**config.mk**
```make
export PLATFORM = sky130hd
export DESIGN_NAME = contiguous_fit_allocator_core_flat
export DESIGN_NICKNAME = d
export VERILOG_FILES = /design/src/hw/rtl/cfa_pkg.sv /design/src/hw/rtl/cfa_req_if.sv /design/src/hw/rtl/cfa_rsp_if.sv /design/src/hw/rtl/cfa_ram.sv /design/src/hw/rtl/contiguous_fit_allocator_core.sv /design/src/flat_wrapper.sv
export VERILOG_INCLUDE_DIRS = /design/src /design/src/hw/rtl
export SDC_FILE = /design/constraint.sdc
export NUM_CORES = 2
export LEC_CHECK = 0
export BUFFER_PORTS_ARGS = -buffer_cell sky130_fd_sc_hd__buf_2
export CORE_ASPECT_RATIO = 0.7
export CORE_MARGIN = 2
export CORE_UTILIZATION = 55
export CTS_CLUSTER_SIZE = 24
export DETAILED_ROUTE_END_ITERATION = 8
export PLACE_DENSITY = 0.71
export REMOVE_ABC_BUFFERS = 1
export SYNTH_ARGS = -nofsm -noshare
export SYNTH_HDL_FRONTEND = slang
export SYNTH_MEMORY_MAX_BITS = 65536
export SYNTH_SLANG_ARGS = --single-unit
```
**constraint.sdc**
```tcl
create_clock -name clk -period 58.2 [get_ports clk]
set_input_delay 5.82 -clock clk [delete_from_list [all_inputs] [get_ports clk]]
set_output_delay 5.82 -clock clk [all_outputs]
set_load 0.005 [all_outputs]
```
**src/hw/rtl/contiguous_fit_allocator_core_defines.svh**
```systemverilog
// Assertion macros for the contiguous fit allocator.
`ifndef CONTIGUOUS_FIT_ALLOCATOR_CORE_DEFINES_SVH
`define CONTIGUOUS_FIT_ALLOCATOR_CORE_DEFINES_SVH
`ifndef SYNTHESIS
`define CFA_ASSERT_NOW(lbl, ante, cons) \
  lbl: assert property (@(posedge clk) disable iff (rst) (ante) |-> (cons)) \
    else $error("cfa assertion failed");
`define CFA_ASSERT_NEXT(lbl, ante, cons) \
  lbl: assert property (@(posedge clk) disable iff (rst) (ante) |=> (cons)) \
    else $error("cfa assertion failed");
`else
`define CFA_ASSERT_NOW(lbl, ante, cons)
`define CFA_ASSERT_NEXT(lbl, ante, cons)
`endif
`endif

```
**src/hw/rtl/cfa_pkg.sv**
```systemverilog
// Shared types and constants of the contiguous fit allocator.
`default_nettype none
package cfa_pkg;
  localparam int REQ_TYPE_W   = 1;
  localparam int OWNER_W      = 6;
  localparam int SIZE_W       = 11;
  localparam int HOLD_W       = 16;
  localparam int STATUS_W     = 3;
  localparam int START_W      = 10;
  localparam int LEN_W        = 11;
  localparam int COUNT_W      = 10;
  localparam int POLICY_W     = 2;
  localparam int TIME_W       = 32;
  localparam int MAX_RELEASES = 63;
  localparam int REL_W        = 6;

  typedef enum logic [STATUS_W-1:0] {
    ST_ALLOC     = 3'd0,
    ST_NOFIT     = 3'd1,
    ST_RELEASED  = 3'd2,
    ST_TICK_DONE = 3'd3,
    ST_BAD       = 3'd4
  } status_t;

  localparam logic [REQ_TYPE_W-1:0] REQ_ALLOC = 1'b0;
  localparam logic [POLICY_W-1:0] POL_BEST  = 2'd1;
  localparam logic [POLICY_W-1:0] POL_WORST = 2'd2;
endpackage
`default_nettype wire

```
**src/hw/rtl/cfa_req_if.sv**
```systemverilog
// Request channel: valid/ready plus the request word.
`default_nettype none
interface cfa_req_if
  import cfa_pkg::*;
();
  logic                  valid;
  logic                  ready;
  logic [REQ_TYPE_W-1:0] req_type;
  logic [OWNER_W-1:0]    owner_id;
  logic [SIZE_W-1:0]     seg_size;
  logic [HOLD_W-1:0]     hold_ticks;
  modport source (output valid, req_type, owner_id, seg_size, hold_ticks, input ready);
  modport sink (input valid, req_type, owner_id, seg_size, hold_ticks, output ready);
endinterface
`default_nettype wire

```
**src/hw/rtl/cfa_rsp_if.sv**
```systemverilog
// Result channel: valid/ready plus the result word.
`default_nettype none
interface cfa_rsp_if
  import cfa_pkg::*;
();
  logic                valid;
  logic                ready;
  logic [STATUS_W-1:0] status;
  logic [OWNER_W-1:0]  owner_out;
  logic [START_W-1:0]  seg_start;
  logic [LEN_W-1:0]    seg_len;
  logic [COUNT_W-1:0]  hole_count;
  logic [LEN_W-1:0]    largest_hole;
  logic [LEN_W-1:0]    smallest_hole;
  logic                last;
  modport source (output valid, status, owner_out, seg_start, seg_len, hole_count,
                  largest_hole, smallest_hole, last, input ready);
  modport sink (input valid, status, owner_out, seg_start, seg_len, hole_count,
                largest_hole, smallest_hole, last, output ready);
endinterface
`default_nettype wire

```
**src/hw/rtl/cfa_ram.sv**
```systemverilog
// Generic single-write, single-read RAM with registered read data.
`default_nettype none
module cfa_ram #(
  parameter int WIDTH = 8,
  parameter int DEPTH = 16
) (
  input  wire logic                     clk,
  input  wire logic                     we,
  input  wire logic [$clog2(DEPTH)-1:0] waddr,
  input  wire logic [WIDTH-1:0]         wdata,
  input  wire logic [$clog2(DEPTH)-1:0] raddr,
  output logic [WIDTH-1:0]              rdata
);
  logic [WIDTH-1:0] mem [DEPTH];

  always_ff @(posedge clk) begin
    if (we) begin
      mem[waddr] <= wdata;
    end
    rdata <= mem[raddr];
  end
endmodule
`default_nettype wire

```
**src/hw/rtl/contiguous_fit_allocator_core.sv**
```systemverilog
// Top level of the contiguous fit allocator.
`default_nettype none
`include "contiguous_fit_allocator_core_defines.svh"
// Contiguous segment allocator over a map of MEM_UNITS units, one occupancy bit
// per unit in a RAM, with owner records (start, length, expiry) in a second RAM.
// One request is handled at a time; a finished result sits in the output
// register while the next request is taken. After reset a clearing pass
// zeroes the map before the first request is accepted. All map scans run
// through one hole scanner that walks the map one unit per cycle. An
// allocate runs a placement scan, a fill and a statistics scan; a no-fit a
// placement scan and a statistics scan; a bad request only a statistics
// scan. A tick runs, per released segment, an owner sweep, an unfill and a
// statistics scan; its closing result follows a statistics scan, after an
// owner sweep unless MAX_RELEASES segments were already released.
// Each result word also waits while the previous one sits unaccepted in the
// output register.
module contiguous_fit_allocator_core
  import cfa_pkg::*;
#(
  parameter int MEM_UNITS  = 1024,
  parameter int MAX_OWNERS = 64
) (
  input  wire logic                clk,
  input  wire logic                rst,
  input  wire logic                cfg_wr_en,
  input  wire logic [POLICY_W-1:0] cfg_wr_data,
  cfa_req_if.sink                  req,
  cfa_rsp_if.source                rsp
);
  localparam int AW  = $clog2(MEM_UNITS);
  localparam int CW  = $clog2(MEM_UNITS + 1);
  localparam int OW  = $clog2(MAX_OWNERS);
  localparam int OCW = $clog2(MAX_OWNERS + 1);
  localparam int DW  = AW + CW + TIME_W;
  localparam logic [AW-1:0] LAST_UNIT  = AW'(MEM_UNITS - 1);
  localparam logic [OW-1:0] LAST_OWNER = OW'(MAX_OWNERS - 1);

  typedef enum logic [3:0] {
    S_CLEAR, S_IDLE, S_PICK, S_DECIDE, S_FILL, S_LOOP, S_OWN, S_OWN_DONE,
    S_UNFILL, S_STAT, S_EMIT
  } state_t;

  state_t                state;
  logic [POLICY_W-1:0]   policy;
  logic [TIME_W-1:0]     now_ticks;
  logic [MAX_OWNERS-1:0] active;
  logic [OWNER_W-1:0]    r_owner;
  logic [CW-1:0]         need;
  logic [HOLD_W-1:0]     r_hold;
  logic [REL_W-1:0]      n_rel;

  // map scanner
  logic [CW-1:0] iss_cnt;
  logic          pv;
  logic [AW-1:0] pidx;
  logic          in_hole;
  logic [AW-1:0] run_start;
  logic [CW-1:0] run_len;
  logic [CW-1:0] h_cnt, h_big, h_small;
  logic          pk_found;
  logic [AW-1:0] pk_start;
  logic [CW-1:0] pk_len;

  // owner sweep
  logic [OCW-1:0] o_iss;
  logic           opv;
  logic [OW-1:0]  oidx;
  logic           sel_found;
  logic [OW-1:0]  sel;
  logic [AW-1:0]  sel_start;
  logic [CW-1:0]  sel_len;

  logic [CW-1:0] f_ptr, f_cnt;

  status_t              res_status;
  logic [OWNER_W-1:0]   res_owner;
  logic [AW-1:0]        res_start;
  logic [CW-1:0]        res_len;
  logic                 res_last;

  logic                rsp_valid;
  logic [STATUS_W-1:0] o_status;
  logic [OWNER_W-1:0]  o_owner;
  logic [START_W-1:0]  o_start;
  logic [LEN_W-1:0]    o_len;
  logic [COUNT_W-1:0]  o_cnt;
  logic [LEN_W-1:0]    o_big, o_small;
  logic                o_last;

  logic          bm_we, bm_rdata;
  logic          om_we;
  logic [DW-1:0] om_wdata, om_rdata;
  logic [TIME_W-1:0] od_exp;
  logic [CW-1:0]     od_len;
  logic [AW-1:0]     od_start;

  logic          u_free, u_last, h_close, scan_done, pick_take, fit_ok;
  logic [AW-1:0] cur_start, h_s;
  logic [CW-1:0] cur_len, h_l;
  logic          cand, own_done, req_bad;

  assign bm_we = (state == S_CLEAR) || (state == S_FILL) || (state == S_UNFILL);

  cfa_ram #(.WIDTH(1), .DEPTH(MEM_UNITS)) u_map (
    .clk   (clk),
    .we    (bm_we),
    .waddr (f_ptr[AW-1:0]),
    .wdata (state == S_FILL),
    .raddr (iss_cnt[AW-1:0]),
    .rdata (bm_rdata)
  );

  assign fit_ok   = pk_found && (pk_len >= need);
  assign om_we    = (state == S_DECIDE) && fit_ok;
  assign om_wdata = {pk_start, need, now_ticks + TIME_W'(r_hold)};

  cfa_ram #(.WIDTH(DW), .DEPTH(MAX_OWNERS)) u_owners (
    .clk   (clk),
    .we    (om_we),
    .waddr (r_owner[OW-1:0]),
    .wdata (om_wdata),
    .raddr (o_iss[OW-1:0]),
    .rdata (om_rdata)
  );

  assign od_exp   = om_rdata[TIME_W-1:0];
  assign od_len   = om_rdata[TIME_W +: CW];
  assign od_start = om_rdata[TIME_W+CW +: AW];

  // hole detection on the bit coming back from the map
  always_comb begin
    u_free    = !bm_rdata;
    u_last    = (pidx == LAST_UNIT);
    cur_start = in_hole ? run_start : pidx;
    cur_len   = in_hole ? run_len + CW'(1) : CW'(1);
    h_close   = pv && ((!u_free && in_hole) || (u_free && u_last));
    h_s       = u_free ? cur_start : run_start;
    h_l       = u_free ? cur_len : run_len;
    scan_done = pv && u_last;
    case (policy)
      POL_BEST:  pick_take = (h_l >= need) && (!pk_found || h_l < pk_len);
      POL_WORST: pick_take = !pk_found || (h_l > pk_len);
      default:   pick_take = (h_l >= need) && !pk_found;
    endcase
  end

  assign cand = opv && active[oidx] && (od_exp <= now_ticks) &&
                (!sel_found || od_start < sel_start);
  assign own_done = opv && (oidx == LAST_OWNER);
  assign req_bad = (32'(req.owner_id) >= MAX_OWNERS) || active[req.owner_id[OW-1:0]] ||
                   (req.seg_size == '0) || (32'(req.seg_size) > MEM_UNITS);

  always_ff @(posedge clk) begin
    if (rst) begin
      state     <= S_CLEAR;
      policy    <= '0;
      now_ticks <= '0;
      active    <= '0;
      rsp_valid <= 1'b0;
      n_rel     <= '0;
      f_ptr     <= '0;
      iss_cnt   <= '0;
      pv        <= 1'b0;
      o_iss     <= '0;
      opv       <= 1'b0;
    end else begin
      if (cfg_wr_en) begin
        policy <= cfg_wr_data;
      end
      // in S_EMIT the output register is handled below
      if (rsp.ready && (state != S_EMIT)) begin
        rsp_valid <= 1'b0;
      end

      if ((state == S_PICK) || (state == S_STAT)) begin
        if (32'(iss_cnt) < MEM_UNITS) begin
          iss_cnt <= iss_cnt + CW'(1);
        end
        pv   <= 32'(iss_cnt) < MEM_UNITS;
        pidx <= iss_cnt[AW-1:0];
        if (pv) begin
          in_hole   <= u_free && !u_last;
          run_start <= cur_start;
          run_len   <= cur_len;
        end
        if (h_close) begin
          h_cnt <= h_cnt + CW'(1);
          if ((h_cnt == '0) || (h_l > h_big)) h_big <= h_l;
          if ((h_cnt == '0) || (h_l < h_small)) h_small <= h_l;
          if ((state == S_PICK) && pick_take) begin
            pk_found <= 1'b1;
            pk_start <= h_s;
            pk_len   <= h_l;
          end
        end
      end

      if (state == S_OWN) begin
        if (32'(o_iss) < MAX_OWNERS) begin
          o_iss <= o_iss + OCW'(1);
        end
        opv  <= 32'(o_iss) < MAX_OWNERS;
        oidx <= o_iss[OW-1:0];
        if (cand) begin
          sel_found <= 1'b1;
          sel       <= oidx;
          sel_start <= od_start;
          sel_len   <= od_len;
        end
      end

      case (state)
        S_CLEAR: begin
          f_ptr <= f_ptr + CW'(1);
          if (f_ptr[AW-1:0] == LAST_UNIT) state <= S_IDLE;
        end
        S_IDLE: begin
          if (req.valid) begin
            r_owner <= req.owner_id;
            need    <= CW'(req.seg_size);
            r_hold  <= req.hold_ticks;
            iss_cnt <= '0; pv <= 1'b0; in_hole <= 1'b0;
            h_cnt <= '0; h_big <= '0; h_small <= '0; pk_found <= 1'b0;
            if (req.req_type != REQ_ALLOC) begin
              n_rel <= '0;
              state <= S_LOOP;
            end else if (req_bad) begin
              res_status <= ST_BAD;
              res_owner  <= req.owner_id;
              res_start  <= '0;
              res_len    <= '0;
              res_last   <= 1'b1;
              state      <= S_STAT;
            end else begin
              state <= S_PICK;
            end
          end
        end
        S_PICK: begin
          if (scan_done) state <= S_DECIDE;
        end
        S_DECIDE: begin
          res_owner <= r_owner;
          res_last  <= 1'b1;
          iss_cnt <= '0; pv <= 1'b0; in_hole <= 1'b0;
          h_cnt <= '0; h_big <= '0; h_small <= '0;
          if (fit_ok) begin
            active[r_owner[OW-1:0]] <= 1'b1;
            res_status <= ST_ALLOC;
            res_start  <= pk_start;
            res_len    <= need;
            f_ptr      <= CW'(pk_start);
            f_cnt      <= need;
            state      <= S_FILL;
          end else begin
            res_status <= ST_NOFIT;
            res_start  <= '0;
            res_len    <= '0;
            state      <= S_STAT;
          end
        end
        S_FILL, S_UNFILL: begin
          f_ptr <= f_ptr + CW'(1);
          f_cnt <= f_cnt - CW'(1);
          if (f_cnt == CW'(1)) state <= S_STAT;
        end
        S_LOOP: begin
          if (32'(n_rel) == MAX_RELEASES) begin
            res_status <= ST_TICK_DONE;
            res_owner <= '0; res_start <= '0; res_len <= '0; res_last <= 1'b1;
            iss_cnt <= '0; pv <= 1'b0; in_hole <= 1'b0;
            h_cnt <= '0; h_big <= '0; h_small <= '0;
            state <= S_STAT;
          end else begin
            o_iss <= '0; opv <= 1'b0; sel_found <= 1'b0;
            state <= S_OWN;
          end
        end
        S_OWN: begin
          if (own_done) state <= S_OWN_DONE;
        end
        S_OWN_DONE: begin
          iss_cnt <= '0; pv <= 1'b0; in_hole <= 1'b0;
          h_cnt <= '0; h_big <= '0; h_small <= '0;
          if (sel_found) begin
            active[sel] <= 1'b0;
            res_status  <= ST_RELEASED;
            res_owner   <= OWNER_W'(sel);
            res_start   <= sel_start;
            res_len     <= sel_len;
            res_last    <= 1'b0;
            f_ptr       <= CW'(sel_start);
            f_cnt       <= sel_len;
            state       <= S_UNFILL;
          end else begin
            res_status <= ST_TICK_DONE;
            res_owner <= '0; res_start <= '0; res_len <= '0; res_last <= 1'b1;
            state <= S_STAT;
          end
        end
        S_STAT: begin
          if (scan_done) state <= S_EMIT;
        end
        S_EMIT: begin
          if (!rsp_valid || rsp.ready) begin
            rsp_valid <= 1'b1;
            o_status  <= res_status;
            o_owner   <= res_owner;
            o_start   <= START_W'(res_start);
            o_len     <= LEN_W'(res_len);
            o_cnt     <= COUNT_W'(h_cnt);
            o_big     <= LEN_W'(h_big);
            o_small   <= LEN_W'(h_small);
            o_last    <= res_last;
            case (res_status)
              ST_RELEASED: begin
                n_rel <= n_rel + REL_W'(1);
                state <= S_LOOP;
              end
              ST_TICK_DONE: begin
                now_ticks <= now_ticks + TIME_W'(1);
                state     <= S_IDLE;
              end
              default: state <= S_IDLE;
            endcase
          end
        end
        default: state <= S_IDLE;
      endcase
    end
  end

  assign req.ready         = (state == S_IDLE);
  assign rsp.valid         = rsp_valid;
  assign rsp.status        = o_status;
  assign rsp.owner_out     = o_owner;
  assign rsp.seg_start     = o_start;
  assign rsp.seg_len       = o_len;
  assign rsp.hole_count    = o_cnt;
  assign rsp.largest_hole  = o_big;
  assign rsp.smallest_hole = o_small;
  assign rsp.last          = o_last;

  `CFA_ASSERT_NEXT(a_accept_leaves_idle, req.valid && req.ready, state != S_IDLE)
  `CFA_ASSERT_NOW(a_fill_in_map, state == S_FILL || state == S_UNFILL, 32'(f_ptr) < MEM_UNITS)
  `CFA_ASSERT_NEXT(a_release_clears, state == S_OWN_DONE && sel_found, !active[sel])
  `CFA_ASSERT_NOW(a_release_not_last, state == S_EMIT && res_status == ST_RELEASED, !res_last)
endmodule
`default_nettype wire
```
**src/flat_wrapper.sv**
```systemverilog
// flat-port wrapper written by rule: the top's interface ports become plain ports
module contiguous_fit_allocator_core_flat import cfa_pkg::*;
#(
  parameter int MEM_UNITS  = 1024,
  parameter int MAX_OWNERS = 64
)
  (clk, rst, cfg_wr_en, cfg_wr_data, req_valid, req_req_type, req_owner_id, req_seg_size, req_hold_ticks, req_ready, rsp_valid, rsp_status, rsp_owner_out, rsp_seg_start, rsp_seg_len, rsp_hole_count, rsp_largest_hole, rsp_smallest_hole, rsp_last, rsp_ready);
  cfa_req_if req_i ();
  cfa_rsp_if rsp_i ();
  input  wire logic clk;
  input  wire logic rst;
  input  wire logic cfg_wr_en;
  input  wire logic [POLICY_W-1:0] cfg_wr_data;
  input wire logic [$bits(req_i.valid)-1:0] req_valid;
  input wire logic [$bits(req_i.req_type)-1:0] req_req_type;
  input wire logic [$bits(req_i.owner_id)-1:0] req_owner_id;
  input wire logic [$bits(req_i.seg_size)-1:0] req_seg_size;
  input wire logic [$bits(req_i.hold_ticks)-1:0] req_hold_ticks;
  output wire logic [$bits(req_i.ready)-1:0] req_ready;
  output wire logic [$bits(rsp_i.valid)-1:0] rsp_valid;
  output wire logic [$bits(rsp_i.status)-1:0] rsp_status;
  output wire logic [$bits(rsp_i.owner_out)-1:0] rsp_owner_out;
  output wire logic [$bits(rsp_i.seg_start)-1:0] rsp_seg_start;
  output wire logic [$bits(rsp_i.seg_len)-1:0] rsp_seg_len;
  output wire logic [$bits(rsp_i.hole_count)-1:0] rsp_hole_count;
  output wire logic [$bits(rsp_i.largest_hole)-1:0] rsp_largest_hole;
  output wire logic [$bits(rsp_i.smallest_hole)-1:0] rsp_smallest_hole;
  output wire logic [$bits(rsp_i.last)-1:0] rsp_last;
  input wire logic [$bits(rsp_i.ready)-1:0] rsp_ready;
  assign req_i.valid = req_valid;
  assign req_i.req_type = req_req_type;
  assign req_i.owner_id = req_owner_id;
  assign req_i.seg_size = req_seg_size;
  assign req_i.hold_ticks = req_hold_ticks;
  assign req_ready = req_i.ready;
  assign rsp_valid = rsp_i.valid;
  assign rsp_status = rsp_i.status;
  assign rsp_owner_out = rsp_i.owner_out;
  assign rsp_seg_start = rsp_i.seg_start;
  assign rsp_seg_len = rsp_i.seg_len;
  assign rsp_hole_count = rsp_i.hole_count;
  assign rsp_largest_hole = rsp_i.largest_hole;
  assign rsp_smallest_hole = rsp_i.smallest_hole;
  assign rsp_last = rsp_i.last;
  assign rsp_i.ready = rsp_ready;
  contiguous_fit_allocator_core #(.MEM_UNITS(MEM_UNITS), .MAX_OWNERS(MAX_OWNERS)) u_core (.clk(clk), .rst(rst), .cfg_wr_en(cfg_wr_en), .cfg_wr_data(cfg_wr_data), .req(req_i), .rsp(rsp_i));
endmodule
```
# --- Yosys cells after proc, flatten, opt, wreduce, memory -nomap -nowiden ---
# Memory sizes are Yosys's and may differ from the RTL's. A register that Yosys moved wholly into a read port is not among the register bits.
# Cells that the tools add are included.
word_totals:
  ff_bits: 399
  memories: 2
  romBits: 0
  latch_bits: 0
  in_bits: 41
  elab_cells: 296
  mem_bits_rw: 4416
  out_inout_bits: 65
classes:
  shifts: 0
  addsub: 9
  n_lt_le_gt_ge: 17
  muxes: 128
  n_reduce_logical: 59
  eq_ne: 34
  div_mod_pow: 0
  n_mul: 0
  bitwise: 4
mem_list:
  columns: ["name", "words", "word_bits", "read_ports", "rd_clocked_by_memory_dff", "write_ports", "line_no", "rtl"]
  rows:
  - ["u_core.u_owners.mem", 64, 53, 1, 1, 1, "cfa_ram.sv:14", "logic [WIDTH-1:0] mem [DEPTH];"]
  - ["u_core.u_map.mem", 1024, 1, 1, 1, 1, "cfa_ram.sv:14", null]
ops:
  columns: ["cell", "count"]
  rows:
  - ["$mux 11", 30]
  - ["$pmux 11 s3", 6]
  - ["$mux 64", 2]
  - ["$pmux 64 s2", 1]
  - ["$mux 10", 8]
  - ["$and 64x64->64", 1]
  - ["$not 64->64", 1]
  - ["$or 64x64->64", 1]
  - ["$mux 6", 9]
  - ["$add 11x1->11 const B", 4]
  - ["$mux 4", 11]
  - ["$pmux 11 s4", 1]
  - ["$pmux 10 s4", 1]
  - ["$pmux 4 s10", 1]
  - ["$mux 1", 38]
  - ["$add 32x1->32 const B", 1]
  - ["$add 32x16->32", 1]
  - ["$le 32x32->1", 1]
  - ["$lt 6x7->1 const B", 4]
  - ["$mux 7", 4]
  - ["$pmux 6 s4", 1]
  - ["$ge 11x11->1", 2]
  - ["$gt 11x11->1", 2]
  - ["$logic_not 11->1", 2]
  - ["other kinds (46)", 118]

# --- Longest topological paths before layout ---
logic_depth:
  word_depth: 13
  ltp_mapped: 14
  mapped_depth_nobuf: 14

# --- By module ---
# Synthesis repeated with hierarchy kept, for this count alone.
hier_totals:
  hier_cells: 10535
  hier_area_um2: 194670.5
modules_own_cells:
  columns: ["module", "seq_area_each_um2", "area_each_um2", "n_inst", "cells_per_inst"]
  rows:
  - ["cfa_ram at u_core.u_owners", 102918.7, 129401.6, 1, 5520]
  - ["cfa_ram at u_core.u_map", 30769.5, 44656.6, 1, 3112]
  - ["contiguous_fit_allocator_core", 10560.1, 20612.3, 1, 1903]

# --- Least setup slack after synthesis ---
# OpenSTA, ideal clock, no wires.
synth_path:
  path_type: "register to register"
  from: "reg u_core.state[1]"
  to: "mem u_core.u_map.mem[0], data pin"
  path_stages_with_launch: 4
  setup_slack_ns: 11.312
  period_less_slack_ns: 46.888
  arrival_time_ns: 39.136
  n_path_buf: 2
  required_time_ns: 50.448
  setup_ns: 7.752
  path_cell_list: "dfxtp_1 > buf_2 > buf_1 > nor3_1"
synth_via:
  elab_chain_len: 1
synth_lines:
  columns: ["element", "line_no", "rtl"]
  rows:
  - ["start, declared", "contiguous_fit_allocator_core.sv:43", "state_t state;"]
  - ["start signal, assigned", "contiguous_fit_allocator_core.sv:155", "state <= S_CLEAR;"]
  - ["start signal, assigned", "contiguous_fit_allocator_core.sv:215", "if (f_ptr[AW-1:0] == LAST_UNIT) state <= S_IDLE;"]
  - ["start signal, assigned", "contiguous_fit_allocator_core.sv:226", "state <= S_LOOP;"]
  - ["$eq 4x3->1", "contiguous_fit_allocator_core.sv:108", ".wdata (state == S_FILL),"]
  - ["named net u_core.u_map.wdata", "cfa_ram.sv:10", "input wire logic [WIDTH-1:0] wdata,"]
  - ["end, declared", "cfa_ram.sv:14", null]
# The timed path passes the listed nets, and every way through them passes these cells.

# --- Final worst setup path ---
layout_path:
  from: "reg u_core.state[2]"
  to: "mem u_core.u_map.mem[567], data pin"
# The elaborated chain is that of the path after synthesis.

==> run summary <==
run status - finished clean
clock root buffer - clkbuf_16
Top FF cell, synth - edfxtp_1
Slew headroom - 0.1074
first-pass GRT wire length - 738,800 µm
xor/xnor share of the synthesized area - 0.004477
worst setup margin - 49.29 ns
total routed wirelength - 527,600 µm
Port-buffer cells - 105
GRT Residual Overflow - 0
Seq/Total Area, Yosys - 0.7447
Post-Syn Area - 0.1937 mm²
number of global-route vias before repair - 98,610
Hold Path Class - reg2reg
Die X - 713.3 µm
P per Cell Area - 31.13 mW/mm²
Final Hold Vio Count - 0
Post-synth EDFFs - 4,675
GRT Overall Usage - 0.2926
Post-Route Utilization - 0.6130
Worst-Skew Late Latency - 0.99 ns
post-cts hold buffer count - 0
Hold WS - 0.4144 ns
Resize count post-CTS - 0
post-synthesis simple-gate area fraction - 0.03900
# IOs - 106
post-CTS setup buffers - 0
Max-Cap Viols - 0
Post-synth top cells - edfxtp_1 (4,675), mux4_2 (1,369), nor2_1 (1,261)
largest net degree at the start of global routing - 151
footprint of the multi-input gates - 0.04727 mm²
Clock transition at path regs - 0.07 ns
Synth Area in Adders - 0.008114
Lkg Pwr - 0.06092 µW
starting density of the core - 0.5520
Crit Path Max Fanout - 150
# setup viols final - 0
peak supply drop - 0.02558 mV
Yosys top cell by area - edfxtp_1
Max Slew Vio Count - 0
average routed wire per standard cell - 35.00 µm
Die H - 500.5 µm
Clock Sink Count - 4,868
DIE AREA - 0.3570 mm²
count leader, synth - edfxtp_1
largest family of logic cells by synthesized area - multiplexers
unrepaired setup endpoints after global routing - no
crit path DAT - 9.45 ns
share of cells above drive strength 1 - 0.2515
initial antenna violation count - 22
Critical Path End Type - register
Setup crit start kind - register
CTS tree - done
Vias/cell - 6.868
fin crit share - 0.1531
Initial DRC Count - 19,100
slew at the pin with the worst max-slew slack - 1.339 ns
synth unique cells - 79
clk_skew - 0.1202 ns
post-synthesis async set-or-reset flop share - 0
setup TNS - 0 ns
area delta synth->final - 11.06%
FP Rows - 182
pre-CTS WS - 49.13 ns
drt drc - 0
core area - 0.3509 mm²
filler instances - 23,890
via count - 103,500
post-synthesis compound-gate area fraction - 0.02000
synth top area cells - edfxtp_1 (72%), mux4_2 (16%), nor2_1 (2.4%)
Critical Path RT - 58.74 ns
Mapped Cells - 9,773
post-synthesis average cell area - 19.82 µm²
top-area cell type share of the netlist area - 0.7248
RD Place Congestion - 0.8984
post-synthesis mux area share - 0.1679
minimum clock period after layout - 8.913 ns
yosys warns - 0
Detail Route Antenna Nets - 0
register area - 0.1443 mm²
drt first pass iters - 8
CTS max path bufs - 4
fmax - 112.2 MHz
Yosys reg bits - 4,868
Final #Nets - 10,170
dpl hpwl - 287,700 µm
Worst Path Class, Setup - reg2reg
Num CTS Buffers - 442
H-tree levels - 5
## flip-flops by register name, summed over array words and instances (netlist names), 16 cells and up
signal / flops
u_core.now_ticks: 32
u_core.u_owners.rdata: 53
u_core.u_owners.mem: 3392
u_core.active: 64
u_core.u_map.mem: 1024
u_core.r_hold: 16
## cells in the final DEF, fill, tap and decap left out, drive strengths merged, types with 91 or more instances in the layout
cell type	Yosys	final
nand2	221	221
edfxtp	4675	4675
o21ai	141	141
mux2i	127	127
dfxtp	193	193
ha	124	124
clkbuf	442	592
inv	132	143
nor2	1263	1263
buf	185	417
clkinv	3	166
mux4	1373	1373
a21oi	91	91
## cell type report
type,count,share of cell area
tap,4692,0.02729
antenna,5,0.00005817
sequential,4868,0.6707
timing repair buffer,417,0.01390
clock buffer,592,0.05602
multi-input combinational,4143,0.2198
inverter,135,0.002356
clock inverter,222,0.009871
## critical path, cell delays in order, from the launching register on
cell,delay [ns]
dfxtp_1,0.69
nand2b_1,0.29
nor3_2,0.17
buf_4,0.75
buf_4,0.93
buf_4,1.02
buf_4,1.10
buf_4,0.98
buf_4,0.95
buf_4,1.12
## metrics by stage
step,total power (µW),cells,cell area (µm²)
after global placement,3889,14250,200900
after global routing,6848,15070,215100
after floorplan,3874,9146,191100
after CTS,6718,15070,215100
after detailed placement,3890,14250,200900
final,6696,15070,215100
## layer usage
metal | vias up | wire, µm | GRT usage
met5 | - | 109 | 0
met4 | 18 | 13990 | 0.07411
met3 | 885 | 81170 | 0.08664
met2 | 8039 | 225100 | 0.4081
met1 | 54450 | 207200 | 0.4569
li1 | 40130 | - | -
## kinds of logic after synthesis
group | after synthesis
flip-flops | 4868
AND/OR/NAND/NOR | 1810
multiplexers | 1527
buffers and inverters | 762
AO/OA/AOI/OAI | 582
adder cells (fa/ha/maj) | 125
XOR/XNOR | 99
## power breakdown
group | switching, µW | total, µW | internal [µW] | leakage, µW
sequential | 2.52 | 3780 | 3780 | 0.0404
clock | 1280 | 2880 | 1600 | 0.00691
combinational | 22.9 | 32.6 | 9.66 | 0.0136
## path summary, 6_finish.rpt
path         slack, ns                               to                              start  depth (start not counted)
max              49.29  u_core.u_map.mem[567]$_DFFE_PP_       u_core.state[2]$_SDFFE_PP0P_                          9
min               0.41      u_core.sel_len[3]$_DFFE_PP_  u_core.u_owners.rdata[35]$_DFF_P_                          0
max reg2reg      49.29  u_core.u_map.mem[567]$_DFFE_PP_       u_core.state[2]$_SDFFE_PP0P_                          9
min reg2reg       0.41      u_core.sel_len[3]$_DFFE_PP_  u_core.u_owners.rdata[35]$_DFF_P_                          0
(Power assumes the default switching activity.)
